<file path="config.mk">
export PLATFORM = sky130hd
export DESIGN_NAME = infix_to_postfix_converter_unit
export DESIGN_NICKNAME = d
export VERILOG_FILES = /design/src/hw/rtl/i2p_pkg.sv /design/src/hw/rtl/i2p_cell.sv /design/src/hw/rtl/infix_to_postfix_converter_unit.sv
export SDC_FILE = /design/constraint.sdc
export NUM_CORES = 1
export LEC_CHECK = 0
export BUFFER_PORTS_ARGS = -buffer_cell sky130_fd_sc_hd__buf_2
export CORE_MARGIN = 10
export CORE_UTILIZATION = 40
export DETAILED_ROUTE_END_ITERATION = 12
export PLACE_DENSITY = 0.69
export RECOVER_POWER = 25
export SYNTH_ARGS = -nofsm -noshare
export SYNTH_HDL_FRONTEND = slang
export SYNTH_SLANG_ARGS = --single-unit
</file>
<file path="constraint.sdc">
create_clock -name clk -period 8.3 [get_ports clk]
set_clock_uncertainty 0.1 [all_clocks]
set_input_delay 1.66 -clock clk [delete_from_list [all_inputs] [get_ports clk]]
set_output_delay 1.66 -clock clk [all_outputs]
set_load 0.05 [all_outputs]
</file>
<file path="src/hw/rtl/i2p_pkg.sv">
// ----------------------------------------------------------------------------
// i2p_pkg: shared definitions for the infix to postfix converter
// token codes, operator codes, status codes, precedence helpers
// ----------------------------------------------------------------------------
package i2p_pkg;

	// default operator stack depth
	localparam int STACK_DEPTH_DEF = 16;

	// field widths
	localparam int KIND_W   = 3;
	localparam int OP_W     = 3;
	localparam int VALUE_W  = 32;
	localparam int OKIND_W  = 2;
	localparam int STATUS_W = 2;
	localparam int PREC_W   = 2;

	// packed stream widths
	localparam int S_DATA_W = 40;
	localparam int M_DATA_W = 40;

	// input token kinds
	localparam logic [KIND_W-1:0] KIND_NUMBER = 3'd0;
	localparam logic [KIND_W-1:0] KIND_OPER   = 3'd1;
	localparam logic [KIND_W-1:0] KIND_OPEN   = 3'd2;
	localparam logic [KIND_W-1:0] KIND_CLOSE  = 3'd3;
	localparam logic [KIND_W-1:0] KIND_END    = 3'd4;

	// operator codes; an open bracket on the stack uses its own code
	localparam logic [OP_W-1:0] OP_PLUS   = 3'd0;
	localparam logic [OP_W-1:0] OP_MINUS  = 3'd1;
	localparam logic [OP_W-1:0] OP_TIMES  = 3'd2;
	localparam logic [OP_W-1:0] OP_DIVIDE = 3'd3;
	localparam logic [OP_W-1:0] OP_POWER  = 3'd4;
	localparam logic [OP_W-1:0] OPEN_MARK = 3'd5;

	// result kinds
	localparam logic [OKIND_W-1:0] OUT_NUMBER = 2'd0;
	localparam logic [OKIND_W-1:0] OUT_OPER   = 2'd1;
	localparam logic [OKIND_W-1:0] OUT_STATUS = 2'd2;

	// status codes
	localparam logic [STATUS_W-1:0] ST_OK        = 2'd0;
	localparam logic [STATUS_W-1:0] ST_OVERFLOW  = 2'd1;
	localparam logic [STATUS_W-1:0] ST_UNM_CLOSE = 2'd2;
	localparam logic [STATUS_W-1:0] ST_UNM_OPEN  = 2'd3;

	// shift control handed to every stack cell
	typedef struct packed {
		logic push;
		logic pop;
	} cell_ctrl_t;

	function automatic logic [PREC_W-1:0] prec_of(input logic [OP_W-1:0] code);
		logic [PREC_W-1:0] p;
		begin
			case (code)
				OP_PLUS, OP_MINUS:   p = 2'd1;
				OP_TIMES, OP_DIVIDE: p = 2'd2;
				OP_POWER:            p = 2'd3;
				default:             p = 2'd0;
			endcase
			return p;
		end
	endfunction

	// does a stacked entry give way to an incoming operator of precedence p
	function automatic logic pops_for(input logic [OP_W-1:0] top,
	                                  input logic [PREC_W-1:0] p);
		logic [PREC_W-1:0] tp;
		begin
			tp = prec_of(top);
			return (tp > p) || ((top != OP_POWER) && (tp == p) && (tp != 2'd0));
		end
	endfunction

endpackage

</file>
<file path="src/hw/rtl/i2p_cell.sv">
// ----------------------------------------------------------------------------
// i2p_cell: one entry of the shifting operator stack
// takes the upper neighbor on push, the lower neighbor on pop
// ----------------------------------------------------------------------------
module i2p_cell (
	input  logic                       clk,
	input  i2p_pkg::cell_ctrl_t        ctrl,
	input  logic [i2p_pkg::OP_W-1:0]   upper,
	input  logic [i2p_pkg::OP_W-1:0]   lower,
	output logic [i2p_pkg::OP_W-1:0]   data
);

	logic [i2p_pkg::OP_W-1:0] data_q;

	always_ff @(posedge clk) begin
		if (ctrl.push) begin
			data_q <= upper;
		end else if (ctrl.pop) begin
			data_q <= lower;
		end
	end

	assign data = data_q;

endmodule

</file>
<file path="src/hw/rtl/infix_to_postfix_converter_unit.sv">
// ----------------------------------------------------------------------------
// infix_to_postfix_converter_unit: shunting-yard token converter
// turns a stream of infix tokens into postfix tokens and status items
// ----------------------------------------------------------------------------
// One token is taken per input transfer (tuser = kind). Numbers come out
// unchanged; operators and brackets go through an operator stack built as a
// row of cells that shift down on push and up on pop, so the top entry is
// always in cell 0. The unit works on one token at a time: the token is
// taken, then every further cycle does one step (the number result, one
// pop with or without a result, one push, or one status result); a stalled
// output holds the step in place. End of expression always yields a status
// result (ok or unmatched open); overflow and an unmatched close also give
// status results and empty the stack. Kinds 5..7 and operator codes 5..7
// are taken and dropped without any stack step. The final result of each
// token carries tlast.
module infix_to_postfix_converter_unit #(
	parameter int STACK_DEPTH = i2p_pkg::STACK_DEPTH_DEF
) (
	input  logic                           clk,
	input  logic                           arst_n,
	// input token stream
	input  logic                           s_tvalid,
	output logic                           s_tready,
	input  logic [i2p_pkg::S_DATA_W-1:0]   s_tdata,  // op_code[2:0], number_value[34:3], zero fill
	input  logic [i2p_pkg::KIND_W-1:0]     s_tuser,  // kind[2:0]
	// output token stream
	output logic                           m_tvalid,
	input  logic                           m_tready,
	output logic [i2p_pkg::M_DATA_W-1:0]   m_tdata,  // out_op[2:0], out_value[34:3], status[36:35], zero fill
	output logic [i2p_pkg::OKIND_W-1:0]    m_tuser,  // out_kind[1:0]
	output logic                           m_tlast
);

	localparam int CNT_W = $clog2(STACK_DEPTH + 1);
	localparam int OP_W  = i2p_pkg::OP_W;

	// controller states
	localparam logic ST_IDLE = 1'b0;
	localparam logic ST_WORK = 1'b1;

	logic state_q;

	// latched token
	logic [i2p_pkg::KIND_W-1:0]  kind_q;
	logic [OP_W-1:0]             op_q;
	logic [i2p_pkg::VALUE_W-1:0] value_q;

	// stack fill
	logic [CNT_W-1:0] cnt_q;

	// output register
	logic                           out_valid_q;
	logic [i2p_pkg::OKIND_W-1:0]    out_kind_q;
	logic [OP_W-1:0]                out_op_q;
	logic [i2p_pkg::VALUE_W-1:0]    out_value_q;
	logic [i2p_pkg::STATUS_W-1:0]   out_status_q;
	logic                           out_last_q;

	// input field split
	logic [OP_W-1:0]             in_op;
	logic [i2p_pkg::VALUE_W-1:0] in_value;
	logic                        in_xfer;
	logic                        in_useful;

	assign in_op    = s_tdata[OP_W-1:0];
	assign in_value = s_tdata[OP_W +: i2p_pkg::VALUE_W];
	assign s_tready = (state_q == ST_IDLE);
	assign in_xfer  = s_tvalid && s_tready;

	// invalid kinds and invalid operators are dropped at the door
	always_comb begin
		unique case (s_tuser) inside
			i2p_pkg::KIND_NUMBER, i2p_pkg::KIND_OPEN,
			i2p_pkg::KIND_CLOSE, i2p_pkg::KIND_END: in_useful = 1'b1;
			i2p_pkg::KIND_OPER:                     in_useful = (in_op <= i2p_pkg::OP_POWER);
			default:                                in_useful = 1'b0;
		endcase
	end

	// stack cells
	logic [OP_W-1:0]     cell_data [STACK_DEPTH];
	logic [OP_W-1:0]     push_data;
	i2p_pkg::cell_ctrl_t cell_ctrl;

	for (genvar i = 0; i < STACK_DEPTH; i++) begin : g_cell
		logic [OP_W-1:0] upper;
		logic [OP_W-1:0] lower;
		if (i == 0) begin : g_top
			assign upper = push_data;
		end else begin : g_mid
			assign upper = cell_data[i-1];
		end
		if (i == STACK_DEPTH - 1) begin : g_bot
			assign lower = '0;
		end else begin : g_rest
			assign lower = cell_data[i+1];
		end
		i2p_cell u_cell (
			.clk   (clk),
			.ctrl  (cell_ctrl),
			.upper (upper),
			.lower (lower),
			.data  (cell_data[i])
		);
	end

	// step decision
	logic [OP_W-1:0]              top_code;
	logic [OP_W-1:0]              next_code;
	logic [i2p_pkg::PREC_W-1:0]   in_prec;
	logic                         stack_nz;
	logic                         stack_more;
	logic                         stack_full;
	logic                         out_free;
	logic                         advance;
	logic                         do_push;
	logic                         do_pop;
	logic                         do_clear;
	logic                         do_done;
	logic                         emit;
	logic [i2p_pkg::OKIND_W-1:0]  emit_kind;
	logic [OP_W-1:0]              emit_op;
	logic [i2p_pkg::VALUE_W-1:0]  emit_value;
	logic [i2p_pkg::STATUS_W-1:0] emit_status;
	logic                         emit_last;

	assign top_code   = cell_data[0];
	assign next_code  = cell_data[1];
	assign in_prec    = i2p_pkg::prec_of(op_q);
	assign stack_nz   = (cnt_q != '0);
	assign stack_more = (cnt_q > CNT_W'(1));
	assign stack_full = (cnt_q == CNT_W'(STACK_DEPTH));
	assign out_free   = !out_valid_q || m_tready;
	assign advance    = (state_q == ST_WORK) && out_free;

	always_comb begin
		do_push     = 1'b0;
		do_pop      = 1'b0;
		do_clear    = 1'b0;
		do_done     = 1'b0;
		emit        = 1'b0;
		emit_kind   = i2p_pkg::OUT_STATUS;
		emit_op     = '0;
		emit_value  = '0;
		emit_status = i2p_pkg::ST_OK;
		emit_last   = 1'b0;
		push_data   = op_q;
		unique case (kind_q)
			i2p_pkg::KIND_NUMBER: begin
				emit       = 1'b1;
				emit_kind  = i2p_pkg::OUT_NUMBER;
				emit_value = value_q;
				emit_last  = 1'b1;
				do_done    = 1'b1;
			end
			i2p_pkg::KIND_OPER: begin
				if (stack_nz && i2p_pkg::pops_for(top_code, in_prec)) begin
					// last pop when the entry below will not give way
					do_pop    = 1'b1;
					emit      = 1'b1;
					emit_kind = i2p_pkg::OUT_OPER;
					emit_op   = top_code;
					emit_last = !(stack_more && i2p_pkg::pops_for(next_code, in_prec));
				end else if (stack_full) begin
					do_clear    = 1'b1;
					emit        = 1'b1;
					emit_status = i2p_pkg::ST_OVERFLOW;
					emit_last   = 1'b1;
					do_done     = 1'b1;
				end else begin
					do_push = 1'b1;
					do_done = 1'b1;
				end
			end
			i2p_pkg::KIND_OPEN: begin
				push_data = i2p_pkg::OPEN_MARK;
				if (stack_full) begin
					do_clear    = 1'b1;
					emit        = 1'b1;
					emit_status = i2p_pkg::ST_OVERFLOW;
					emit_last   = 1'b1;
				end else begin
					do_push = 1'b1;
				end
				do_done = 1'b1;
			end
			i2p_pkg::KIND_CLOSE: begin
				if (stack_nz && (top_code != i2p_pkg::OPEN_MARK)) begin
					// final result only if the matching bracket sits right below
					do_pop    = 1'b1;
					emit      = 1'b1;
					emit_kind = i2p_pkg::OUT_OPER;
					emit_op   = top_code;
					emit_last = stack_more && (next_code == i2p_pkg::OPEN_MARK);
				end else if (stack_nz) begin
					do_pop  = 1'b1;
					do_done = 1'b1;
				end else begin
					emit        = 1'b1;
					emit_status = i2p_pkg::ST_UNM_CLOSE;
					emit_last   = 1'b1;
					do_done     = 1'b1;
				end
			end
			i2p_pkg::KIND_END: begin
				if (stack_nz && (top_code != i2p_pkg::OPEN_MARK)) begin
					// a status result always follows the flush
					do_pop    = 1'b1;
					emit      = 1'b1;
					emit_kind = i2p_pkg::OUT_OPER;
					emit_op   = top_code;
				end else if (stack_nz) begin
					do_clear    = 1'b1;
					emit        = 1'b1;
					emit_status = i2p_pkg::ST_UNM_OPEN;
					emit_last   = 1'b1;
					do_done     = 1'b1;
				end else begin
					emit        = 1'b1;
					emit_status = i2p_pkg::ST_OK;
					emit_last   = 1'b1;
					do_done     = 1'b1;
				end
			end
			default: begin
				do_done = 1'b1;
			end
		endcase
	end

	assign cell_ctrl.push = advance && do_push;
	assign cell_ctrl.pop  = advance && do_pop;

	// control state
	always_ff @(posedge clk or negedge arst_n) begin
		if (!arst_n) begin
			state_q     <= ST_IDLE;
			cnt_q       <= '0;
			out_valid_q <= 1'b0;
		end else begin
			unique case (state_q)
				ST_IDLE: begin
					if (in_xfer && in_useful) begin
						state_q <= ST_WORK;
					end
				end
				ST_WORK: begin
					if (advance && do_done) begin
						state_q <= ST_IDLE;
					end
				end
				default: begin
					state_q <= ST_IDLE;
				end
			endcase
			if (advance) begin
				if (do_clear) begin
					cnt_q <= '0;
				end else if (do_push) begin
					cnt_q <= cnt_q + CNT_W'(1);
				end else if (do_pop) begin
					cnt_q <= cnt_q - CNT_W'(1);
				end
			end
			if (advance && emit) begin
				out_valid_q <= 1'b1;
			end else if (m_tready) begin
				out_valid_q <= 1'b0;
			end
		end
	end

	// token and result payload
	always_ff @(posedge clk) begin
		if (in_xfer) begin
			kind_q  <= s_tuser;
			op_q    <= in_op;
			value_q <= in_value;
		end
		if (advance && emit) begin
			out_kind_q   <= emit_kind;
			out_op_q     <= emit_op;
			out_value_q  <= emit_value;
			out_status_q <= emit_status;
			out_last_q   <= emit_last;
		end
	end

	assign m_tvalid = out_valid_q;
	assign m_tuser  = out_kind_q;
	assign m_tlast  = out_last_q;
	assign m_tdata  = {
		(i2p_pkg::M_DATA_W - OP_W - i2p_pkg::VALUE_W - i2p_pkg::STATUS_W)'(0),
		out_status_q, out_value_q, out_op_q
	};

endmodule
</file>
==> results_dict.tcl <==
set metrics [dict create \
    critical_path_arrival_ps 3190 \
    gp_congestion 0.821 \
    numCtsBuffers 17 \
    final_common_cell "edfxtp_1" \
    numPortBuffers 83 \
    dieArea_um2 19400 \
    antenna_left 0 \
    synth_seq_cells 133 \
    peakVddDrop_mv 0.128 \
    path_class "reg -> reg" \
    grt-ovfl-total 0 \
    period_minus_slack_ps 3240 \
    async_reset_ff_frac 0.0526 \
    core_um2 13900 \
    clock-sinks 133 \
    swShare 0.278 \
    grt.total_usage 0.110 \
    period_share 0.390 \
    synth_edf_count 126 \
    start_util 0.408 \
    nets 518 \
    postSynthCellCount 372 \
    synth_top_area_cell "edfxtp_1" \
    crit_chain "nand2b_1, mux2i_1, ha_1, nand3_2, nor2b_1, a21oi_1, or3_1, a221oi_4, buf_4" \
    tns_ps 0 \
    ys_warn_count 0 \
    synthFlopType "edfxtp_1" \
    cts_buffer_depth 2 \
    vias 3254 \
    fin_util 0.492 \
    cts.root.buffer_cell "clkbuf_16" \
    drive_above_1_share 0.319 \
    post_cts_resized 0 \
    report.final.slew_viol_count 0 \
    setup_viol 0 \
    wl_per_cell_um 16.2 \
    path_max_fanout 41 \
    p_seq_frac 0.470 \
    cp_top_family "simple AND/OR/NAND/NOR gates" \
    worstMarginPinSlew_ps 1110 \
    synth_area_leaders "edfxtp_1 67%, mux2_2 5.3%, and2_1 3.6%" \
    synthesis.area_um2 5690 \
    combPwrFrac 0.145 \
    min_path_type "reg -> reg" \
    htreeDepth 4 \
    hold_buffers 0 \
    grt_pass1_vias 3372 \
    synth-seq-area-share 0.696 \
    fmax_mhz 309 \
    die_w_um 139 \
    worst_setup_path_start_kind "flip-flop" \
    rsz0062_at_grt "false" \
    rows 43 \
    grt_max_degree 53 \
    viasPerCell 4.95 \
    clock_insertion_delay_worst_skew_ps 420 \
    fp.dieH_um 139 \
    cts_tree "built" \
    grt_pass1_wl_um 17200 \
    synth_area_per_cell_um2 15.3 \
    nFillCells 1167 \
    clock_power_share 0.386 \
    internal_power_mw 1.33 \
    totalWireLength_um 10700 \
    postCtsSetupRepairBufs 0 \
    clkTransAtPathRegs_ps 60 \
    slew_headroom 0.263 \
    p_per_area_nw_per_um2 269 \
    maxCapViolCount 0 \
    dp_hpwl_um 7380 \
    drc 0 \
    antenna_found_initial 1 \
    slowest_delay_ps 490 \
    mostFrequentLayoutCells "126 x edfxtp_1, 77 x buf_2, 27 x mux2_2, 20 x and2_0, 17 x clkbuf_16" \
    area_delta_synth_final_pct 20.6 \
    p_leak_nw 2.55 \
    drt_iter0_drc 257 \
    cp_slowest_cell "buf_4" \
    endpoint_kind "flip-flop" \
    place_ws_ps 4880 \
    yosysTopAreaCellShare 0.665 \
    synth.distinct_cells 49 \
    drt-pass1-iter-count 4 \
    io_pins 92 \
    p_sw_mw 0.513 \
    finalHoldViolCount 0 \
    status "completed" \
    timing.final.ws_setup_ps 5060 \
    critPathBufInv 1 \
    cp.required_ps 8250 \
]
==> synth_stat cells, types with 2 or more instances <==
library cell	count
edfxtp_1	126
and2_1	33
mux2_2	27
mux2_1	16
nor2_1	16
nand2_1	14
a21oi_1	13
inv_1	12
clkbuf_1	9
nand2b_1	9
o21ai_0	9
dfrtp_1	7
ha_1	7
nand3_1	7
a21o_1	6
buf_6	4
nand4_1	4
nor2b_1	4
nor3_1	4
o211ai_1	4
o22ai_1	4
a31oi_1	3
and3_1	3
buf_4	3
mux2i_1	2
nand3b_1	2
or3_1	2
==> worst paths after layout <==
path                       depth (start not counted)                       endpoint  slack (ps)                                from
min                                                1   out_value_q[0]$_SDFFCE_PN0P_         410                value_q[0]$_DFFE_PP_
max                                                9  out_value_q[15]$_SDFFCE_PN0P_        5060  g_cell[0].u_cell.data[0]$_DFFE_PP_
min in group asynchronous                          1           cnt_q[2]$_DFFE_PN0P_        1040                              arst_n
max in group asynchronous                          1           cnt_q[1]$_DFFE_PN0P_        6770                              arst_n
max reg2reg                                        9  out_value_q[15]$_SDFFCE_PN0P_        5060  g_cell[0].u_cell.data[0]$_DFFE_PP_
min reg2reg                                        1   out_value_q[0]$_SDFFCE_PN0P_         410                value_q[0]$_DFFE_PP_
==> sequential cells by signal, summed over array words and instances, names as in the netlist <==
name                count
g_cell.u_cell.data     48
out_value_q            32
value_q                32
cnt_q                   5
kind_q                  3
op_q                    3
out_op_q                3
m_tuser                 2
out_status_q            2
m_tlast                 1
m_tvalid                1
state_q                 1
==> worst register-to-register path, cell delays in order, from the launching register on <==
cell and delay (ps):
edfxtp_1 460, nand2b_1 190, mux2i_1 150, ha_1 290, nand3_2 140, nor2b_1 260
a21oi_1 90, or3_1 410, a221oi_4 270, buf_4 490
==> routing by layer <==
| layer | vias up | part of all wire | GRT usage |
|---|---|---|---|
| met5 | - | 0 | 0 |
| met4 | 0 | 0.030 | 0.0610 |
| met3 | 22 | 0.048 | 0.0378 |
| met2 | 73 | 0.49 | 0.174 |
| met1 | 1573 | 0.43 | 0.129 |
| li1 | 1586 | - | - |
==> cells by family (layout without fill, tap and decap cells) <==
| family | count (synthesis) | after routing | synth area share |
|---|---|---|---|
| other cells | 1 | 4 | 0.000659 |
| compound gates | 52 | 52 | 0.0695 |
| simple gates | 106 | 106 | 0.104 |
| fa+ha+maj | 7 | 7 | 0.0154 |
| mux | 45 | 45 | 0.0886 |
| buf+inv | 28 | 131 | 0.0257 |
| flops | 133 | 133 | 0.696 |
==> stage by stage <==
| stage | hold slack (ps) | std cells | total power [mW] | cell area, µm² |
|---|---|---|---|---|
| 5_1_grt | 425 | 658 | 1.92 | 6860 |
| 3_5_place_dp | 401 | 625 | 1.15 | 6300 |
| 3_3_place_gp | 400 | 625 | 1.14 | 6300 |
| 6_report | 412 | 658 | 1.85 | 6860 |
| 2_1_floorplan | 397 | 374 | 1.08 | 5700 |
| 4_1_cts | 415 | 657 | 1.86 | 6870 |
==> power groups by stage <==
stage                     Combinational (mW)  Clock, mW  Sequential, mW
after detailed placement               0.269          0           0.879
after CTS                              0.271      0.727           0.866
final                                  0.267      0.712           0.867
after global placement                 0.259          0           0.876
after floorplan                        0.164          0           0.913
after global routing                   0.294      0.753           0.875
==> area by class of cell <==
cell class                      instances  area (µm²)  share of cell area
Timing Repair Buffer                   87         434              0.0633
Clock buffer                           17         425              0.0620
Inverter                               12        45.0             0.00657
Tap cell                              180         225              0.0328
Antenna cell                            1        2.50            0.000365
Multi-Input combinational cell        213        1620               0.236
Sequential cell                       133        3960               0.577
Clock inverter                         15         146              0.0213
No activity file was read; power rests on OpenSTA's default activity.
